$ cat config.mk
export PLATFORM = sky130hd
export DESIGN_NAME = ccs_ser
export DESIGN_NICKNAME = d
export VERILOG_FILES = /design/src/sv/contour_cell_segments_assert.svh /design/src/sv/ccs_pkg.sv /design/src/sv/ccs_ser.sv
export SDC_FILE = /design/constraint.sdc
export NUM_CORES = 1
export LEC_CHECK = 0
export ABC_CLOCK_PERIOD_IN_PS = 12500
export BUFFER_PORTS_ARGS = -buffer_cell sky130_fd_sc_hd__buf_2
export CORE_MARGIN = 1.5
export CORE_UTILIZATION = 35
export CTS_BUF_LIST = sky130_fd_sc_hd__clkbuf_8
export CTS_CLUSTER_DIAMETER = 80
export CTS_CLUSTER_SIZE = 16
export DETAILED_ROUTE_END_ITERATION = 8
export GPL_ROUTABILITY_DRIVEN = 0
export PLACE_DENSITY_LB_ADDON = 0.08
export SKIP_CTS_REPAIR_TIMING = 1
export SLEW_MARGIN = 20
export SYNTH_ARGS = -nofsm -noshare
export SYNTH_HDL_FRONTEND = slang
export SYNTH_SLANG_ARGS = --single-unit
$ cat constraint.sdc
create_clock -name clk -period 12.5 [get_ports clk]
set_input_delay 0.625 -clock clk [delete_from_list [all_inputs] [get_ports clk]]
set_output_delay 0.625 -clock clk [all_outputs]
set_load 0.005 [all_outputs]
$ cat src/sv/contour_cell_segments_assert.svh
// Assertion macros for the contour cell segment block.
// Needs clk and rst in the scope of the module that uses them.
`ifndef CONTOUR_CELL_SEGMENTS_ASSERT_SVH
`define CONTOUR_CELL_SEGMENTS_ASSERT_SVH

// same-cycle implication
`define CCS_ASSERT_NOW(lbl, ante, cons, msg) \
  lbl: assert property (@(posedge clk) disable iff (rst) (ante) |-> (cons)) \
    else $error(msg);

// next-cycle implication
`define CCS_ASSERT_NEXT(lbl, ante, cons, msg) \
  lbl: assert property (@(posedge clk) disable iff (rst) (ante) |=> (cons)) \
    else $error(msg);

`endif

$ cat src/sv/ccs_pkg.sv
// Shared constants, types and lookup functions for the contour cell segment block.
// No dependencies.
`default_nettype none

package ccs_pkg;

  localparam int GRID_DIM   = 1024;
  localparam int SAMPLE_W   = 24;
  localparam int CELL_W     = 10;
  localparam int COORD_W    = 18;
  localparam int FRAC       = 8;
  localparam int H_W        = SAMPLE_W + 3;   // difference scaled by 4
  localparam int DEN_W      = H_W + 1;
  localparam int Q_W        = 10;             // floor(512 * n / d), n <= d
  localparam int DIV_STAGES = Q_W;
  localparam int NTRI       = 4;
  localparam int LANES      = 2 * NTRI;

  localparam logic [CELL_W-1:0] CELL_MAX = CELL_W'(GRID_DIM - 2);

  // corner offsets, bit k for corner k
  localparam logic [NTRI-1:0] OFF_X = 4'b0110;
  localparam logic [NTRI-1:0] OFF_Y = 4'b1100;

  // triangle vertex codes: corner m, centre, next corner
  localparam logic [1:0] VX_A = 2'd0;
  localparam logic [1:0] VX_B = 2'd1;
  localparam logic [1:0] VX_C = 2'd2;

  // sign classes
  localparam logic [1:0] SG_NEG  = 2'd0;
  localparam logic [1:0] SG_ZERO = 2'd1;
  localparam logic [1:0] SG_POS  = 2'd2;

  // segment cases
  localparam logic [3:0] CS_NONE  = 4'd0;
  localparam logic [3:0] CS_AB    = 4'd1;
  localparam logic [3:0] CS_BC    = 4'd2;
  localparam logic [3:0] CS_CA    = 4'd3;
  localparam logic [3:0] CS_A_EBC = 4'd4;
  localparam logic [3:0] CS_B_ECA = 4'd5;
  localparam logic [3:0] CS_C_EAB = 4'd6;
  localparam logic [3:0] CS_EAB_EBC = 4'd7;
  localparam logic [3:0] CS_EBC_ECA = 4'd8;
  localparam logic [3:0] CS_ECA_EAB = 4'd9;

  localparam logic [3:0] CASE_TAB [27] = '{
    CS_NONE,    CS_NONE,    CS_EBC_ECA,
    CS_NONE,    CS_BC,      CS_B_ECA,
    CS_EAB_EBC, CS_C_EAB,   CS_ECA_EAB,
    CS_NONE,    CS_CA,      CS_A_EBC,
    CS_AB,      CS_CA,      CS_AB,
    CS_A_EBC,   CS_CA,      CS_NONE,
    CS_ECA_EAB, CS_C_EAB,   CS_EAB_EBC,
    CS_B_ECA,   CS_BC,      CS_NONE,
    CS_EBC_ECA, CS_NONE,    CS_NONE
  };

  typedef struct packed {
    logic       is_edge;
    logic [1:0] p;
    logic [1:0] q;
  } ep_t;

  typedef struct packed {
    logic [H_W-1:0]   n;
    logic [DEN_W-1:0] d;
  } lane_in_t;

  typedef struct packed {
    logic                  active;
    logic [CELL_W-1:0]     cx;
    logic [CELL_W-1:0]     cy;
    logic [NTRI-1:0][3:0]  cs;
  } side_t;

  typedef struct packed {
    logic [COORD_W-1:0] sx;
    logic [COORD_W-1:0] sy;
    logic [COORD_W-1:0] ex;
    logic [COORD_W-1:0] ey;
  } seg_t;

  function automatic logic [1:0] sgn_code(logic signed [H_W-1:0] h);
    if (h[H_W-1]) return SG_NEG;
    else if (h == '0) return SG_ZERO;
    else return SG_POS;
  endfunction

  function automatic logic [3:0] case_of(logic [1:0] sa, logic [1:0] sb, logic [1:0] sc);
    logic [4:0] idx;
    idx = sa * 5'd9 + sb * 5'd3 + {3'b0, sc};
    if (idx > 5'd26) return CS_NONE;
    return CASE_TAB[idx];
  endfunction

  function automatic ep_t ep_of(logic [3:0] cs, logic is_end);
    ep_t s;
    ep_t e;
    s = '{is_edge: 1'b0, p: VX_A, q: VX_A};
    e = s;
    unique case (cs)
      CS_AB:      begin s = '{1'b0, VX_A, VX_A}; e = '{1'b0, VX_B, VX_B}; end
      CS_BC:      begin s = '{1'b0, VX_B, VX_B}; e = '{1'b0, VX_C, VX_C}; end
      CS_CA:      begin s = '{1'b0, VX_C, VX_C}; e = '{1'b0, VX_A, VX_A}; end
      CS_A_EBC:   begin s = '{1'b0, VX_A, VX_A}; e = '{1'b1, VX_B, VX_C}; end
      CS_B_ECA:   begin s = '{1'b0, VX_B, VX_B}; e = '{1'b1, VX_C, VX_A}; end
      CS_C_EAB:   begin s = '{1'b0, VX_C, VX_C}; e = '{1'b1, VX_A, VX_B}; end
      CS_EAB_EBC: begin s = '{1'b1, VX_A, VX_B}; e = '{1'b1, VX_B, VX_C}; end
      CS_EBC_ECA: begin s = '{1'b1, VX_B, VX_C}; e = '{1'b1, VX_C, VX_A}; end
      CS_ECA_EAB: begin s = '{1'b1, VX_C, VX_A}; e = '{1'b1, VX_A, VX_B}; end
      default:    begin s = '{1'b0, VX_A, VX_A}; e = s; end
    endcase
    return is_end ? e : s;
  endfunction

endpackage

`default_nettype wire

$ cat src/sv/ccs_ser.sv
// Endpoints from quotients; segment buffer; output reg, one beat per unstalled cycle.
// Depends on ccs_pkg.
`default_nettype none

module ccs_ser import ccs_pkg::*; (
  input  logic                       clk,
  input  logic                       rst,
  input  logic                       cell_valid,
  input  side_t                      side,
  input  logic [LANES-1:0][Q_W-1:0]  quot,
  input  logic                       out_stall,
  output logic                       take_ok,
  output logic                       out_valid,
  output logic [COORD_W-1:0]         start_x,
  output logic [COORD_W-1:0]         start_y,
  output logic [COORD_W-1:0]         end_x,
  output logic [COORD_W-1:0]         end_y,
  output logic                       last_segment
);

  ep_t                 ep_c [LANES];
  logic [COORD_W-1:0]  px_c [LANES];
  logic [COORD_W-1:0]  py_c [LANES];
  seg_t [NTRI-1:0]     new_seg;
  logic [NTRI-1:0]     new_mask;
  seg_t                buf_seg [NTRI];
  logic [NTRI-1:0]     buf_mask;
  logic [NTRI-1:0]     mask_left;
  logic [1:0]          pick;
  logic                has_any;
  logic                load_out;

  // position in half cells
  function automatic logic [CELL_W:0] half_pos(logic [1:0] v, logic [CELL_W-1:0] c,
                                               logic off_a, logic off_c);
    if (v == VX_B) return {c, 1'b1};
    else if (v == VX_A) return {c, 1'b0} + (CELL_W+1)'({off_a, 1'b0});
    else return {c, 1'b0} + (CELL_W+1)'({off_c, 1'b0});
  endfunction

  function automatic logic [COORD_W-1:0] coord(logic is_edge, logic [CELL_W:0] p2,
                                               logic [CELL_W:0] q2, logic [Q_W-1:0] qv);
    logic signed [CELL_W+1:0] delta;
    logic [Q_W:0]             r256, r128;
    logic [COORD_W:0]         base, r, res;
    base  = (COORD_W+1)'({p2, (FRAC-1)'(0)});
    delta = $signed({1'b0, q2}) - $signed({1'b0, p2});
    r256  = ({1'b0, qv} + (Q_W+1)'(1)) >> 1;
    r128  = ({2'b00, qv[Q_W-1:1]} + (Q_W+1)'(1)) >> 1;
    if (delta == 2 || delta == -2) r = (COORD_W+1)'(r256);
    else if (delta == 1 || delta == -1) r = (COORD_W+1)'(r128);
    else r = '0;
    res = delta[CELL_W+1] ? base - r : base + r;
    return is_edge ? COORD_W'(res) : COORD_W'(base);
  endfunction

  always_comb begin
    for (int t = 0; t < NTRI; t++) begin
      for (int e = 0; e < 2; e++) begin
        ep_c[2*t+e] = ep_of(side.cs[t], e[0]);
        px_c[2*t+e] = coord(ep_c[2*t+e].is_edge,
          half_pos(ep_c[2*t+e].p, side.cx, OFF_X[t], OFF_X[(t+1) % NTRI]),
          half_pos(ep_c[2*t+e].q, side.cx, OFF_X[t], OFF_X[(t+1) % NTRI]),
          quot[2*t+e]);
        py_c[2*t+e] = coord(ep_c[2*t+e].is_edge,
          half_pos(ep_c[2*t+e].p, side.cy, OFF_Y[t], OFF_Y[(t+1) % NTRI]),
          half_pos(ep_c[2*t+e].q, side.cy, OFF_Y[t], OFF_Y[(t+1) % NTRI]),
          quot[2*t+e]);
      end
      new_seg[t]  = '{sx: px_c[2*t], sy: py_c[2*t], ex: px_c[2*t+1], ey: py_c[2*t+1]};
      new_mask[t] = side.active && (side.cs[t] != CS_NONE);
    end
  end

  always_comb begin
    pick = '0;
    for (int k = NTRI-1; k >= 0; k--) begin
      if (buf_mask[k]) pick = 2'(k);
    end
  end

  assign has_any   = |buf_mask;
  assign mask_left = buf_mask & ~(NTRI'(1) << pick);
  assign load_out  = !out_valid || !out_stall;
  // a new cell may land once the buffer is drained by this cycle's beat
  assign take_ok   = load_out ? (mask_left == '0) : !has_any;

  always_ff @(posedge clk) begin
    if (rst) begin
      out_valid <= 1'b0;
      buf_mask  <= '0;
    end else begin
      if (load_out) out_valid <= has_any;
      if (take_ok && cell_valid) buf_mask <= new_mask;
      else if (load_out) buf_mask <= mask_left;
    end
  end

  always_ff @(posedge clk) begin
    if (load_out && has_any) begin
      start_x      <= buf_seg[pick].sx;
      start_y      <= buf_seg[pick].sy;
      end_x        <= buf_seg[pick].ex;
      end_y        <= buf_seg[pick].ey;
      last_segment <= (mask_left == '0);
    end
    if (take_ok && cell_valid) begin
      for (int k = 0; k < NTRI; k++) buf_seg[k] <= new_seg[k];
    end
  end

endmodule

`default_nettype wire

==> impl_metrics.json <==
{
  "drc_errors": 0,
  "wl_met2_mm": 78.2,
  "die_x_microns": 360,
  "cpLargestDelayFamily": "simple AND/OR/NAND/NOR gates",
  "endpoint_kind": "flop",
  "dieArea_sq_um": 129000,
  "num_rows": 130,
  "synth_area_leaders": "edfxtp_1 (24%), xnor2_1 (7.4%), ha_1 (6.9%)",
  "start_kind": "primary input",
  "ys.flop_type": "edfxtp_1",
  "grt_pass1_vias": 40200,
  "ys_top_cells_by_count": "nor2_1 (633), nand2_1 (476), xnor2_1 (377)",
  "max_slew_margin_pct": 19.9,
  "cts_tree": "yes",
  "worstPathRequired_ps": 12900,
  "finalClockSkew_ps": 32.0,
  "drt_iter0_drc": 4412,
  "avgSynthCellArea_sq_um": 8.16,
  "power_density_nw_per_um2": 95.4,
  "grt_usage_pct": 26.3,
  "internal-power_w": 0.00259,
  "yosysTopAreaCell": "edfxtp_1",
  "first_pass_iters": 8,
  "max_stage_delay_ps": 1050,
  "clockBufferDepth": 3,
  "clock_tree.root_cell": "clkbuf_8",
  "start_util_pct": 35.4,
  "wl_met3_mm": 14.4,
  "critical_path.max_fanout": 16,
  "clkLatencyLatePin_ps": 680,
  "setup_tns_ps": 0,
  "power_switching_share_pct": 43.3,
  "nNetsFinal": 5871,
  "ir_drop_mv": 0.0680,
  "finalCritPeriodShare_pct": 70.3,
  "antenna_found_initial": 19,
  "synthArstFlopShare_pct": 0,
  "worstPathBufferInverterCount": 5,
  "die_h_microns": 360,
  "finalHoldViolations": 0,
  "synth_edf_count": 361,
  "grt_max_degree": 73,
  "final_util_pct": 38.0,
  "vias_per_cell": 5.99,
  "arrival_ps": 9190,
  "top_layer_used": "met5",
  "final_layout_size_suffix_gt1_share_pct": 10.7,
  "cts.sinks": 366,
  "maxCapViolations": 0,
  "ios": 196,
  "crit_type": "in -> reg",
  "vias": 42800,
  "synthDistinctLibCells": 135,
  "ys_seq_area_share_pct": 24.6,
  "dpl.hpwl_mm": 137,
  "slowest_stage": "nor4b_2",
  "syn_area_sq_um": 44600,
  "setup_violations": 0,
  "postRouteWirelength_mm": 177,
  "yosys.area.top_type_share_pct": 24.3,
  "synthesis.nets": 5854,
  "numCtsBuffers": 39,
  "maxSlewViolCount": 0,
  "place_area_sq_um": 47000,
  "path_clk_slew_ps": 100,
  "core_area_sq_um": 126000,
  "yosys.cell_count.top_type": "nor2_1",
  "p_comb_share_pct": 46.0,
  "power.switching_w": 0.00198,
  "p_clk_share_pct": 20.0,
  "area_delta_synth_final_pct": 7.36,
  "met1Wirelength_mm": 81.1,
  "fin_crit_ps": 8790,
  "gr-total-overflow": 0,
  "ant_nets": 0,
  "outcome": "complete, no violations",
  "design_area_sq_um": 47800,
  "htree_levels": 2,
  "ys_ff_latch": 366,
  "ys.warnings.count": 0,
  "tightest_slew_ps": 1200,
  "port_buffers": 195,
  "syn_inst": 5459,
  "timing.hold.ws_ps": 166,
  "grt_setup_unrepaired": "no",
  "grt_first_pass_wirelength_mm": 261,
  "cpMostUsedCell": "inv_1",
  "max_freq_mhz": 114,
  "p_seq_share_pct": 34.0,
  "hold_class": "in -> reg",
  "cellLeakagePower_nw": 17.2,
  "wl_per_cell_microns": 24.8
}
==> state kept, by name, indices dropped and copies added, names as in the netlist <==
name,flops
out_valid,1
end_x,18
start_y,18
last_segment,1
buf_seg,288
start_x,18
end_y,18
buf_mask,4
==> power groups by stage <==
stage / clock network (W) / logic [W] / registers [W]
6_report: 0.000913 / 0.00210 / 0.00155
5_1_grt: 0.000985 / 0.00228 / 0.00156
4_1_cts: 0.000946 / 0.00208 / 0.00155
3_5_place_dp: 0 / 0.00207 / 0.00158
3_3_place_gp: 0 / 0.00208 / 0.00158
2_1_floorplan: 0 / 0.00144 / 0.00157
==> metrics by stage <==
stage / instances / setup slack (ps) / power, W
after floorplan: 5459 / 3050 / 0.00301
after global placement: 7085 / 3290 / 0.00365
after detailed placement: 7085 / 3180 / 0.00365
after CTS: 7150 / 3990 / 0.00457
after global routing: 7152 / 3230 / 0.00483
final: 7153 / 3710 / 0.00456
==> worst paths after layout <==
check / from / to / slack, ps / depth (start not counted)
setup / recovery: side[5] / buf_seg[1][53]$_DFFE_PP_ / 3710 / 30
hold / removal: rst / out_valid$_SDFFE_PP0N_ / 170 / 2
setup reg to reg: out_valid$_SDFFE_PP0N_ / buf_seg[2][31]$_DFFE_PP_ / 8450 / 8
hold reg to reg: out_valid$_SDFFE_PP0N_ / out_valid$_SDFFE_PP0N_ / 500 / 2
==> cell families (layout without fill, tap and decap cells) <==
group,Yosys count,after routing,synth area share (%)
adders and majority gates,276,276,8.21
DFF,366,366,24.6
buffers and inverters,552,593,4.97
and+or+nand+nor,2084,2084,23.1
xor gates and xnor gates,601,601,11.8
other,0,3,0
AOI/OAI and AO/OA,1449,1449,22.2
muxes,131,131,5.06
==> placed cells by master (no fill, tap or decap), types with 22 or more instances in the layout <==
master	synthesis	final
mux4_2	72	72
buf_2	39	195
a32oi_1	28	28
buf_4	9	74
nand2_1	476	476
o21ai_0	282	280
a211oi_1	55	55
o211ai_1	53	53
nand2b_1	61	61
xor2_1	223	223
nor4_1	44	44
nand3_1	181	181
and2_1	44	43
a21o_1	63	63
nand4_1	74	74
nor2b_1	68	68
a31oi_1	61	61
fa_1	28	28
o31ai_1	38	38
nand3b_1	29	29
mux2i_1	49	49
or2_2	44	44
ha_1	246	246
o21bai_1	30	29
a21oi_1	348	344
or3_1	53	53
o21ai_1	21	22
xnor2_1	377	377
o21a_1	26	26
nor2_1	633	628
o22ai_1	86	86
a22oi_1	44	44
and3_1	73	73
clkbuf_8	0	40
nor3_1	163	163
inv_1	248	252
edfxtp_1	361	361
==> final cells by class <==
cell class	instances	area, sq um
Clock buffer	40	551
Multi-Input combinational cell	4541	31500
Antenna cell	3	7.51
Sequential cell	366	10900
Inverter	259	972
Tap cell	1650	2060
Clock inverter	25	307
Fill cell	13100	78100
Timing Repair Buffer	269	1530
==> routing by layer <==
layer | global-route usage [%] | vias up
met3 | 4.72 | 209
met5 | 0 | -
met4 | 5.40 | 12
li1 | - | 20100
met2 | 41.3 | 1653
met1 | 37.5 | 20800
No activity file was read; power rests on OpenSTA's default activity.
