==> config.mk <==
export PLATFORM = sky130hd
export DESIGN_NAME = ccs_div
export DESIGN_NICKNAME = d
export VERILOG_FILES = /design/src/sv/contour_cell_segments_assert.svh /design/src/sv/ccs_pkg.sv /design/src/sv/ccs_div.sv
export SDC_FILE = /design/constraint.sdc
export NUM_CORES = 1
export LEC_CHECK = 0
export BUFFER_PORTS_ARGS = -buffer_cell sky130_fd_sc_hd__buf_2
export CELL_PAD_IN_SITES_DETAIL_PLACEMENT = 0
export CELL_PAD_IN_SITES_GLOBAL_PLACEMENT = 1
export CORE_AREA = 2 2 251 253
export CTS_CLUSTER_SIZE = 10
export DETAILED_ROUTE_END_ITERATION = 7
export DIE_AREA = 0 0 253 255
export GPL_ROUTABILITY_DRIVEN = 0
export PLACE_DENSITY = 0.87
export SYNTH_ARGS = -nofsm -noshare
export SYNTH_HDL_FRONTEND = slang
export SYNTH_SLANG_ARGS = --single-unit
==> constraint.sdc <==
create_clock -name clk -period 10 [get_ports clk]
set_input_delay 1 -clock clk [delete_from_list [all_inputs] [get_ports clk]]
set_output_delay 1 -clock clk [all_outputs]
set_load 0.05 [all_outputs]
==> src/sv/contour_cell_segments_assert.svh <==
// Assertion macros for the contour cell segment block.
// Needs clk and rst in the scope of the module that uses them.
`ifndef CONTOUR_CELL_SEGMENTS_ASSERT_SVH
`define CONTOUR_CELL_SEGMENTS_ASSERT_SVH

// same-cycle implication
`define CCS_ASSERT_NOW(lbl, ante, cons, msg) \
  lbl: assert property (@(posedge clk) disable iff (rst) (ante) |-> (cons)) \
    else $error(msg);

// next-cycle implication
`define CCS_ASSERT_NEXT(lbl, ante, cons, msg) \
  lbl: assert property (@(posedge clk) disable iff (rst) (ante) |=> (cons)) \
    else $error(msg);

`endif

==> src/sv/ccs_pkg.sv <==
// Shared constants, types and lookup functions for the contour cell segment block.
// No dependencies.
`default_nettype none

package ccs_pkg;

  localparam int GRID_DIM   = 1024;
  localparam int SAMPLE_W   = 24;
  localparam int CELL_W     = 10;
  localparam int COORD_W    = 18;
  localparam int FRAC       = 8;
  localparam int H_W        = SAMPLE_W + 3;   // difference scaled by 4
  localparam int DEN_W      = H_W + 1;
  localparam int Q_W        = 10;             // floor(512 * n / d), n <= d
  localparam int DIV_STAGES = Q_W;
  localparam int NTRI       = 4;
  localparam int LANES      = 2 * NTRI;

  localparam logic [CELL_W-1:0] CELL_MAX = CELL_W'(GRID_DIM - 2);

  // corner offsets, bit k for corner k
  localparam logic [NTRI-1:0] OFF_X = 4'b0110;
  localparam logic [NTRI-1:0] OFF_Y = 4'b1100;

  // triangle vertex codes: corner m, centre, next corner
  localparam logic [1:0] VX_A = 2'd0;
  localparam logic [1:0] VX_B = 2'd1;
  localparam logic [1:0] VX_C = 2'd2;

  // sign classes
  localparam logic [1:0] SG_NEG  = 2'd0;
  localparam logic [1:0] SG_ZERO = 2'd1;
  localparam logic [1:0] SG_POS  = 2'd2;

  // segment cases
  localparam logic [3:0] CS_NONE  = 4'd0;
  localparam logic [3:0] CS_AB    = 4'd1;
  localparam logic [3:0] CS_BC    = 4'd2;
  localparam logic [3:0] CS_CA    = 4'd3;
  localparam logic [3:0] CS_A_EBC = 4'd4;
  localparam logic [3:0] CS_B_ECA = 4'd5;
  localparam logic [3:0] CS_C_EAB = 4'd6;
  localparam logic [3:0] CS_EAB_EBC = 4'd7;
  localparam logic [3:0] CS_EBC_ECA = 4'd8;
  localparam logic [3:0] CS_ECA_EAB = 4'd9;

  localparam logic [3:0] CASE_TAB [27] = '{
    CS_NONE,    CS_NONE,    CS_EBC_ECA,
    CS_NONE,    CS_BC,      CS_B_ECA,
    CS_EAB_EBC, CS_C_EAB,   CS_ECA_EAB,
    CS_NONE,    CS_CA,      CS_A_EBC,
    CS_AB,      CS_CA,      CS_AB,
    CS_A_EBC,   CS_CA,      CS_NONE,
    CS_ECA_EAB, CS_C_EAB,   CS_EAB_EBC,
    CS_B_ECA,   CS_BC,      CS_NONE,
    CS_EBC_ECA, CS_NONE,    CS_NONE
  };

  typedef struct packed {
    logic       is_edge;
    logic [1:0] p;
    logic [1:0] q;
  } ep_t;

  typedef struct packed {
    logic [H_W-1:0]   n;
    logic [DEN_W-1:0] d;
  } lane_in_t;

  typedef struct packed {
    logic                  active;
    logic [CELL_W-1:0]     cx;
    logic [CELL_W-1:0]     cy;
    logic [NTRI-1:0][3:0]  cs;
  } side_t;

  typedef struct packed {
    logic [COORD_W-1:0] sx;
    logic [COORD_W-1:0] sy;
    logic [COORD_W-1:0] ex;
    logic [COORD_W-1:0] ey;
  } seg_t;

  function automatic logic [1:0] sgn_code(logic signed [H_W-1:0] h);
    if (h[H_W-1]) return SG_NEG;
    else if (h == '0) return SG_ZERO;
    else return SG_POS;
  endfunction

  function automatic logic [3:0] case_of(logic [1:0] sa, logic [1:0] sb, logic [1:0] sc);
    logic [4:0] idx;
    idx = sa * 5'd9 + sb * 5'd3 + {3'b0, sc};
    if (idx > 5'd26) return CS_NONE;
    return CASE_TAB[idx];
  endfunction

  function automatic ep_t ep_of(logic [3:0] cs, logic is_end);
    ep_t s;
    ep_t e;
    s = '{is_edge: 1'b0, p: VX_A, q: VX_A};
    e = s;
    unique case (cs)
      CS_AB:      begin s = '{1'b0, VX_A, VX_A}; e = '{1'b0, VX_B, VX_B}; end
      CS_BC:      begin s = '{1'b0, VX_B, VX_B}; e = '{1'b0, VX_C, VX_C}; end
      CS_CA:      begin s = '{1'b0, VX_C, VX_C}; e = '{1'b0, VX_A, VX_A}; end
      CS_A_EBC:   begin s = '{1'b0, VX_A, VX_A}; e = '{1'b1, VX_B, VX_C}; end
      CS_B_ECA:   begin s = '{1'b0, VX_B, VX_B}; e = '{1'b1, VX_C, VX_A}; end
      CS_C_EAB:   begin s = '{1'b0, VX_C, VX_C}; e = '{1'b1, VX_A, VX_B}; end
      CS_EAB_EBC: begin s = '{1'b1, VX_A, VX_B}; e = '{1'b1, VX_B, VX_C}; end
      CS_EBC_ECA: begin s = '{1'b1, VX_B, VX_C}; e = '{1'b1, VX_C, VX_A}; end
      CS_ECA_EAB: begin s = '{1'b1, VX_C, VX_A}; e = '{1'b1, VX_A, VX_B}; end
      default:    begin s = '{1'b0, VX_A, VX_A}; e = s; end
    endcase
    return is_end ? e : s;
  endfunction

endpackage

`default_nettype wire

==> src/sv/ccs_div.sv <==
// Pipelined restoring divider, one quotient bit per stage: q = floor(512 * n / d), n <= d.
// Depends on ccs_pkg.
`default_nettype none

module ccs_div import ccs_pkg::*; (
  input  logic           clk,
  input  logic           en,
  input  lane_in_t       din,
  output logic [Q_W-1:0] q
);

  logic [DEN_W-1:0] rem  [DIV_STAGES];
  logic [DEN_W-1:0] dv   [DIV_STAGES];
  logic [Q_W-1:0]   qs   [DIV_STAGES];
  logic [DEN_W:0]   trial_c [DIV_STAGES];
  logic             bit_c   [DIV_STAGES];
  logic [DEN_W-1:0] rem_c   [DIV_STAGES];

  always_comb begin
    for (int k = 0; k < DIV_STAGES; k++) begin
      // first stage tests n >= d for the top bit, the rest shift in
      if (k == 0) begin
        trial_c[k] = {2'b00, din.n};
        bit_c[k]   = trial_c[k] >= {1'b0, din.d};
        rem_c[k]   = bit_c[k] ? DEN_W'(trial_c[k] - {1'b0, din.d}) : DEN_W'(trial_c[k]);
      end else begin
        trial_c[k] = {rem[k-1], 1'b0};
        bit_c[k]   = trial_c[k] >= {1'b0, dv[k-1]};
        rem_c[k]   = bit_c[k] ? DEN_W'(trial_c[k] - {1'b0, dv[k-1]}) : DEN_W'(trial_c[k]);
      end
    end
  end

  always_ff @(posedge clk) begin
    if (en) begin
      for (int k = 0; k < DIV_STAGES; k++) begin
        rem[k] <= rem_c[k];
        if (k == 0) begin
          dv[k] <= din.d;
          qs[k] <= Q_W'(bit_c[k]);
        end else begin
          dv[k] <= dv[k-1];
          qs[k] <= {qs[k-1][Q_W-2:0], bit_c[k]};
        end
      end
    end
  end

  assign q = qs[DIV_STAGES-1];

endmodule

`default_nettype wire

==> metrics.md, run 1 <==
| Metric | Value |
|---|---|
| Ranking of synthesized cells by area | `edfxtp_1 50%, ha_1 10%, a21oi_1 4.4%, inv_1 3.8%, a21o_1 2.7%` |
| RSZ-0062 raised after global routing | `no` |
| Largest net degree at the start of global routing | `approximately 180` |
| Critical Path Source Type | `flop` |
| Drt first pass iters | `5` |
| Number of buffers added on ports | `66` |
| Yosys reg bits | `559` |
| Final hold slack | `0.405 ns` |
| Clk sinks | `559` |
| Later-pin clock latency in the skew report | `0.59 ns` |
| Synth Instances | `approximately 3200` |
| Die W | `253 um` |
| Max VDD drop | `0.128 mV` |
| Critical Path Sink Type | `flop` |
| First-pass GRT wire length | `110000 um` |
| CTS Buffer Depth | `3` |
| Non-Filler Instances | `4107` |
| EDFF count, synth | `between 500 and 600` |
| Post-CTS Resized | `0` |
| Synthesis warning total | `0` |
| Leak | `between 15 and 20 nW` |
| Via density per instance | `roughly 5.8` |
| Post-CTS setup buffers | `0` |
| Level count of the clock H-tree | `3` |
| Status | `complete, no violations` |
| Most frequent cell after synthesis | `edfxtp_1` |
| Post-route ant nets | `0` |
| Main flop type after synthesis | `edfxtp_1` |
| Arr. time, crit path | `4.32 ns` |
| Worst-margin pin slew | `roughly 1.1 ns` |
| Synth cell types | `82` |
| Total CTS buffers | `68` |
| Starting Density | `54.4%` |
| Vias | `23600` |
| Period utilisation layout | `40.0%` |
| FMAX | `250 MHz` |
| Row count | `92` |
| I/O pin total | `67` |
| Die Y | `~260 um` |
| Post-Syn Nets | `3558` |
| WL/cell | `16.5 um` |
| HP Class | `flop to flop` |
| Hold-fix buffers, CTS | `0` |
| Final Critical Period | `4.00 ns` |
| WL final | `67600 um` |
| Yosys top cell area share | `49.6%` |
| Final setup violating endpoints | `0` |
| Worst Path Max Fanout | `44` |
| Pre-CTS setup slack | `5.90 ns` |
| 1st-iter DRT viols | `1512` |
| Max Cap Viol | `0` |
| Synth area leader | `edfxtp_1` |
| Area delta synth->final | `9.15%` |
| GRT overflow | `0` |
| Asr flop ratio synth | `0%` |
| Drt drc | `0` |
| Fin Setup TNS | `0 ns` |
| Core Area | `62200 sq um` |
| Cells after DPL | `4015` |
| Avg Cell Area, Syn | `10.5 sq um` |
| Power density over the cells | `289 nW/um^2` |
| Clk_skew | `around 0.029 ns` |
| Total GRT Usage | `between 20% and 30%` |
| Critical Path RT | `10.32 ns` |
| Final hold vios | `0` |
| Nets | `roughly 3600` |
| CP Class | `flop to flop` |
| Post-route setup slack | `6.00 ns` |
| Clk slew on worst S/H paths | `approximately 0.06 ns` |
| Initial antenna violation count | `0` |
| Detailed Place HPWL | `between 50000 and 60000 um` |
| Vias in the first global route | `approximately 24000` |
| Post-synthesis sequential area ratio | `around 50%` |
| Final Util | `59.4%` |
| Post-synth top cells | `559 x edfxtp_1, 340 x inv_1, 295 x a21oi_1, 278 x ha_1, 239 x nor2_1` |
| CTS root buffer | `clkbuf_16` |
| Layout cells sized above 1 | `between 5 and 6%` |
| Final Max Slew Viols | `0` |
| Slew margin rel. | `27.4%` |
| CTS tree | `yes` |
| Die area | `64500 sq um` |
| Synth Cell Area | `33800 sq um` |
[per-stage QoR]
step | cell area [sq um] | power, mW
finish | 36900 | 10.7
global route | 36900 | 11.4
CTS | 36900 | 10.7
detailed placement | 35000 | 8.50
global placement | 35000 | 8.36
floorplan | 33800 | 7.42
[where the power goes]
part / switching [mW] / internal, mW / total [mW]
clock: 0.865 / 1.25 / 2.12
combinational: 2.79 / 2.03 / 4.82
sequential: 0.283 / 3.44 / 3.73
total: 3.94 / 6.72 / 10.7
[cell usage in the layout (no fill, tap or decap), types with 19 or more instances in the layout]
master	instances
a211oi_1	28
a21o_1	121
a21oi_1	294
and3_1	32
buf_2	65
clkbuf_16	70
edfxtp_1	559
ha_1	278
inv_1	340
mux2_1	56
nand2_1	238
nand2b_1	24
nand3_1	66
nand4_1	41
nor2_1	239
nor2b_1	37
nor3_1	37
o21a_1	43
o21ai_0	96
o21ai_1	107
o21bai_1	31
o31ai_1	19
xnor2_1	103
xor2_1	91
[layer usage]
layer / vias to the layer above / global-route usage, % / wire (um)
li1: 11900 / - / -
met1: 10900 / 21.5 / 26000
met2: 660 / 40.0 / 34600
met3: 226 / 2.79 / 2590
met4: 0 / 14.3 / 4390
met5: - / 0 / 0
[flip-flops by register name, summed over array words and instances (netlist names)]
| name | flops |
|---|---|
| dv | 252 |
| rem | 252 |
| qs | 55 |
[kinds of logic (layout without fill, tap and decap cells)]
family          after synthesis  after routing  share of synthesized area (%)
simple gates                783            783                           10.7
buf+inv                     427            520                           4.78
compound gates              898            898                           16.8
xor+xnor                    194            194                           5.02
mux                          66             66                           2.18
other cells                   0              1                              0
fa+ha+maj                   287            287                           10.8
flops                       559            559                           49.6
[area by class of cell]
cell class                 instances  area, sq um
antenna                            1         2.50
inverter                         349         1310
tap                              799         1000
sequential                       559        16800
multi-input combinational       2228        15500
fill                            5040        25200
clock buffer                      77         1780
clock inverter                    14         92.6
timing repair buffer              80          458
[critical path, cell delays in order (launching register included)]
cell and delay (ns):
edfxtp_1 0.39, inv_1 0.06, ha_1 0.30, nor2b_1 0.14, o31ai_1 0.44, a211oi_1 0.23, a211oi_1 0.57, o41ai_2 0.23
a31o_2 0.33, o21ai_4 0.22, buf_4 0.41, inv_2 0.07, mux2_1 0.32
[path summary, 6_finish.rpt]
path / end / from / slack [ns] / depth (start not counted)
worst max-delay path: rem[6][19]$_DFFE_PP_ / dv[5][1]$_DFFE_PP_ / 6.00 / 12
worst min-delay path: qs[7][5]$_DFFE_PP_ / qs[6][4]$_DFFE_PP_ / 0.41 / 0
worst max register to register: rem[6][19]$_DFFE_PP_ / dv[5][1]$_DFFE_PP_ / 6.00 / 12
worst min register to register: qs[7][5]$_DFFE_PP_ / qs[6][4]$_DFFE_PP_ / 0.41 / 0
No activity file was read; power rests on OpenSTA's default activity.
==> run 2, diff against run 1 <==
ABC_AREA = 1   (was default)
CORE_AREA = 2 2 296 298   (was 2 2 251 253)
DIE_AREA = 0 0 298 300   (was 0 0 253 255)
PLACE_DENSITY = 0.83   (was 0.87)
clock period = 4.2 ns   (was 10 ns; I/O delays follow)
==> metrics.md, run 2 <==
| Metric | Value |
|---|---|
| Later-pin clock latency in the skew report | `approximately 0.63 ns` |
| Largest net degree at the start of global routing | `slightly above 100` |
| Synthesis warning total | `0` |
| CP Class | `primary input to flop` |
| CTS root buffer | `clkbuf_16` |
| Commonest non-fill, non-tap cells in the layout | `2082 x nand2_1, 1331 x inv_1, 559 x edfxtp_1` |
| Vias | `around 35000` |
| Initial antenna violation count | `0` |
| Cells after DPL | `6935` |
| Post-Syn Nets | `6086` |
| Asr flop ratio synth | `0%` |
| Post-CTS setup buffers | `0` |
| Crit path cell chain | `dlygate4sd3_1, buf_2, ha_1, inv_1, fa_1, nand3_1, nand3_1, nand2_1, nand2_2, nand2_1, nand2_1, nand2_2, nand3_4, nand2_1, o21ai_0` |
| GRT busiest layer | `met2` |
| Starting Density | `47.7%` |
| Leak | `between 20 and 25 nW` |
| Yosys top cell area share | `40.9%` |
| WL final | `123000 um` |
| Die Y | `~300 um` |
| Cell Area, Placed | `42900 sq um` |
| Detailed Place HPWL | `100000 um` |
| Core Area | `86200 sq um` |
| Drt drc | `0` |
| Register-to-Register Setup Slack | `1.11 ns` |
| GRT overflow | `0` |
| Final Critical Period | `3.13 ns` |
| Yosys reg bits | `559` |
| Clk sinks | `around 560` |
| Nets | `6219` |
| Critical Path Source Type | `primary input` |
| HP Class | `primary input to flop` |
| Number of buffers added on ports | `66` |
| Cell area after layout | `45200 sq um` |
| Synth Instances | `5742` |
| CTS Buffer Depth | `3` |
| Avg Cell Area, Syn | `7.16 sq um` |
| Power Internal | `15.8 mW` |
| Final hold slack | `0.0271 ns` |
| Critical-path top delay cell | `dlygate4sd3_1` |
| M2 GR Usage | `47.2%` |
| Global Route met3 Usage | `2.93%` |
| Antenna Cells | `0` |
| Synth area leader | `edfxtp_1` |
| Regs by FF count | `dv x252, rem x252, qs x55` |
| Main flop type after synthesis | `edfxtp_1` |
| Total GRT Usage | `between 20% and 30%` |
| Synth Cell Area | `~41000 sq um` |
| Clk pwr share | `19.5%` |
| Reg power frac | `32.0%` |
| 1st-iter DRT viols | `2821` |
| PnR Total Power | `28.5 mW` |
| Clk_skew | `approximately 0.028 ns` |
| Arr. time, crit path | `3.48 ns` |
| Vias in the first global route | `around 33000` |
| Row count | `108` |
| Ranking of synthesized cells by area | `edfxtp_1 41%, nand2_1 19%, inv_1 12%, ha_1 8.5%, nand3_1 6.0%` |
| Level count of the clock H-tree | `3` |
| Max Cap Viol | `0` |
| Worst Path Max Fanout | `49` |
| Worst-margin pin slew | `1.13 ns` |
| Commonest non-fill, non-tap cell in the layout | `nand2_1` |
| Grt met1 use | `36.3%` |
| CP dominant cell by count | `nand2_1` |
| Switching part of the total | `44.6%` |
| Period utilisation layout | `74.4%` |
| Max VDD drop | `0.314 mV` |
| First-pass GRT wire length | `190000 um` |
| Synth cell types | `36` |
| Final setup violating endpoints | `0` |
| Post-route setup slack | `1.07 ns` |
| Critical Path RT | `4.55 ns` |
| Most frequent cell after synthesis | `nand2_1` |
| Logic pwr share | `approximately half` |
| Post-synth top cells | `2082 x nand2_1, 1331 x inv_1, 559 x edfxtp_1, 493 x nand3_1, 353 x nor2_1` |
| Final Util | `52.4%` |
| Die W | `298 um` |
| Fin Setup TNS | `0 ns` |
| Die area | `a little under 90000 sq um` |
| P_sw | `12.7 mW` |
| EDFF count, synth | `559` |
| I/O pin total | `67` |
| Slew margin rel. | `24.3%` |
| Total CTS buffers | `slightly above 70` |
| Non-Filler Instances | `7063` |
| FMAX | `320 MHz` |
| Post-synthesis sequential area ratio | `40.9%` |
| # fillers | `8664` |
| CTS tree | `yes` |
| Status | `complete, no violations` |
| RSZ-0062 raised after global routing | `no` |
| Post-route ant nets | `0` |
| WL/cell | `17.4 um` |
| Via density per instance | `4.99` |
| Power density over the cells | `631 nW/um^2` |
| Clk slew on worst S/H paths | `0.05 ns` |
| Layout cells sized above 1 | `4.06%` |
| Final hold vios | `0` |
| Final Max Slew Viols | `0` |
| Drt first pass iters | `5` |
| Pre-CTS setup slack | `0.989 ns` |
| Slowest cell delay on critical path | `0.54 ns` |
| Critical Path Sink Type | `flop` |
| Area delta synth->final | `9.90%` |
==> run 2: cell count changes after synthesis, moves of 114 or more <==
cell,before,now
a21o_1,121,4
a21oi_1,295,127
inv_1,340,1331
nand2_1,238,2082
nand3_1,66,493
nor2_1,239,353
==> run 2: cells by family (layout without fill, tap and decap cells) <==
family / count (synthesis) / count (layout) / synth area share [%]
simple gates: 3152 / 3152 / 31.7
buf+inv: 1390 / 1556 / 12.9
flops: 559 / 559 / 40.9
fa+ha+maj: 287 / 287 / 8.90
compound gates: 240 / 240 / 3.16
xor+xnor: 114 / 114 / 2.43
==> run 2: per-layer routing <==
metal,part of all wire [%],routed length [um],vias up
li1,-,-,18100
met1,44,54400,16000
met2,48,58600,926
met3,4.6,5630,209
met4,3.6,4420,0
met5,0,0,-
==> run 2: final cells by class <==
class / instances / area [sq um] / share of cell area, %
Clock inverter: 24 / 229 / 0.507
Inverter: 1331 / 5000 / 11.1
Timing Repair Buffer: 119 / 893 / 1.98
Tap cell: 1155 / 1450 / 3.20
Multi-Input combinational cell: 3793 / 19000 / 42.0
Sequential cell: 559 / 16800 / 37.2
Clock buffer: 82 / 1820 / 4.03
==> run 2: power groups by stage <==
stage / registers [mW] / clock network (mW) / logic [mW]
2_1_floorplan: 8.59 / 0 / 9.90
3_3_place_gp: 9.21 / 0 / 13.5
3_5_place_dp: 9.21 / 0 / 13.6
4_1_cts: 9.12 / 5.69 / 13.7
5_1_grt: 9.18 / 5.88 / 15.7
6_report: 9.10 / 5.56 / 13.8
==> run 2: what timing repair did <==
action / CTS / global route
hold buffers: 22 / 0
hold endpoints to repair: 22 / 0
resized for setup: 0 / 0
setup endpoints to repair: 0 / 0
==> run 2: critical path, delay by kind of cell <==
family          cells  cell delay (ns)
simple gates        9             1.60
buf+inv             3             0.73
fa+ha+maj           2             0.60
compound gates      1             0.12
==> run 2: path summary, 6_finish.rpt <==
kind / start / endpoint / depth (start not counted)
worst min register to register: qs[1][1]$_DFFE_PP_ / qs[2][2]$_DFFE_PP_ / 0
worst max register to register: dv[1][17]$_DFFE_PP_ / rem[2][22]$_DFFE_PP_ / 13
worst max-delay path: din[0] / rem[0][22]$_DFFE_PP_ / 15
worst min-delay path: din[27] / dv[0][27]$_DFFE_PP_ / 1
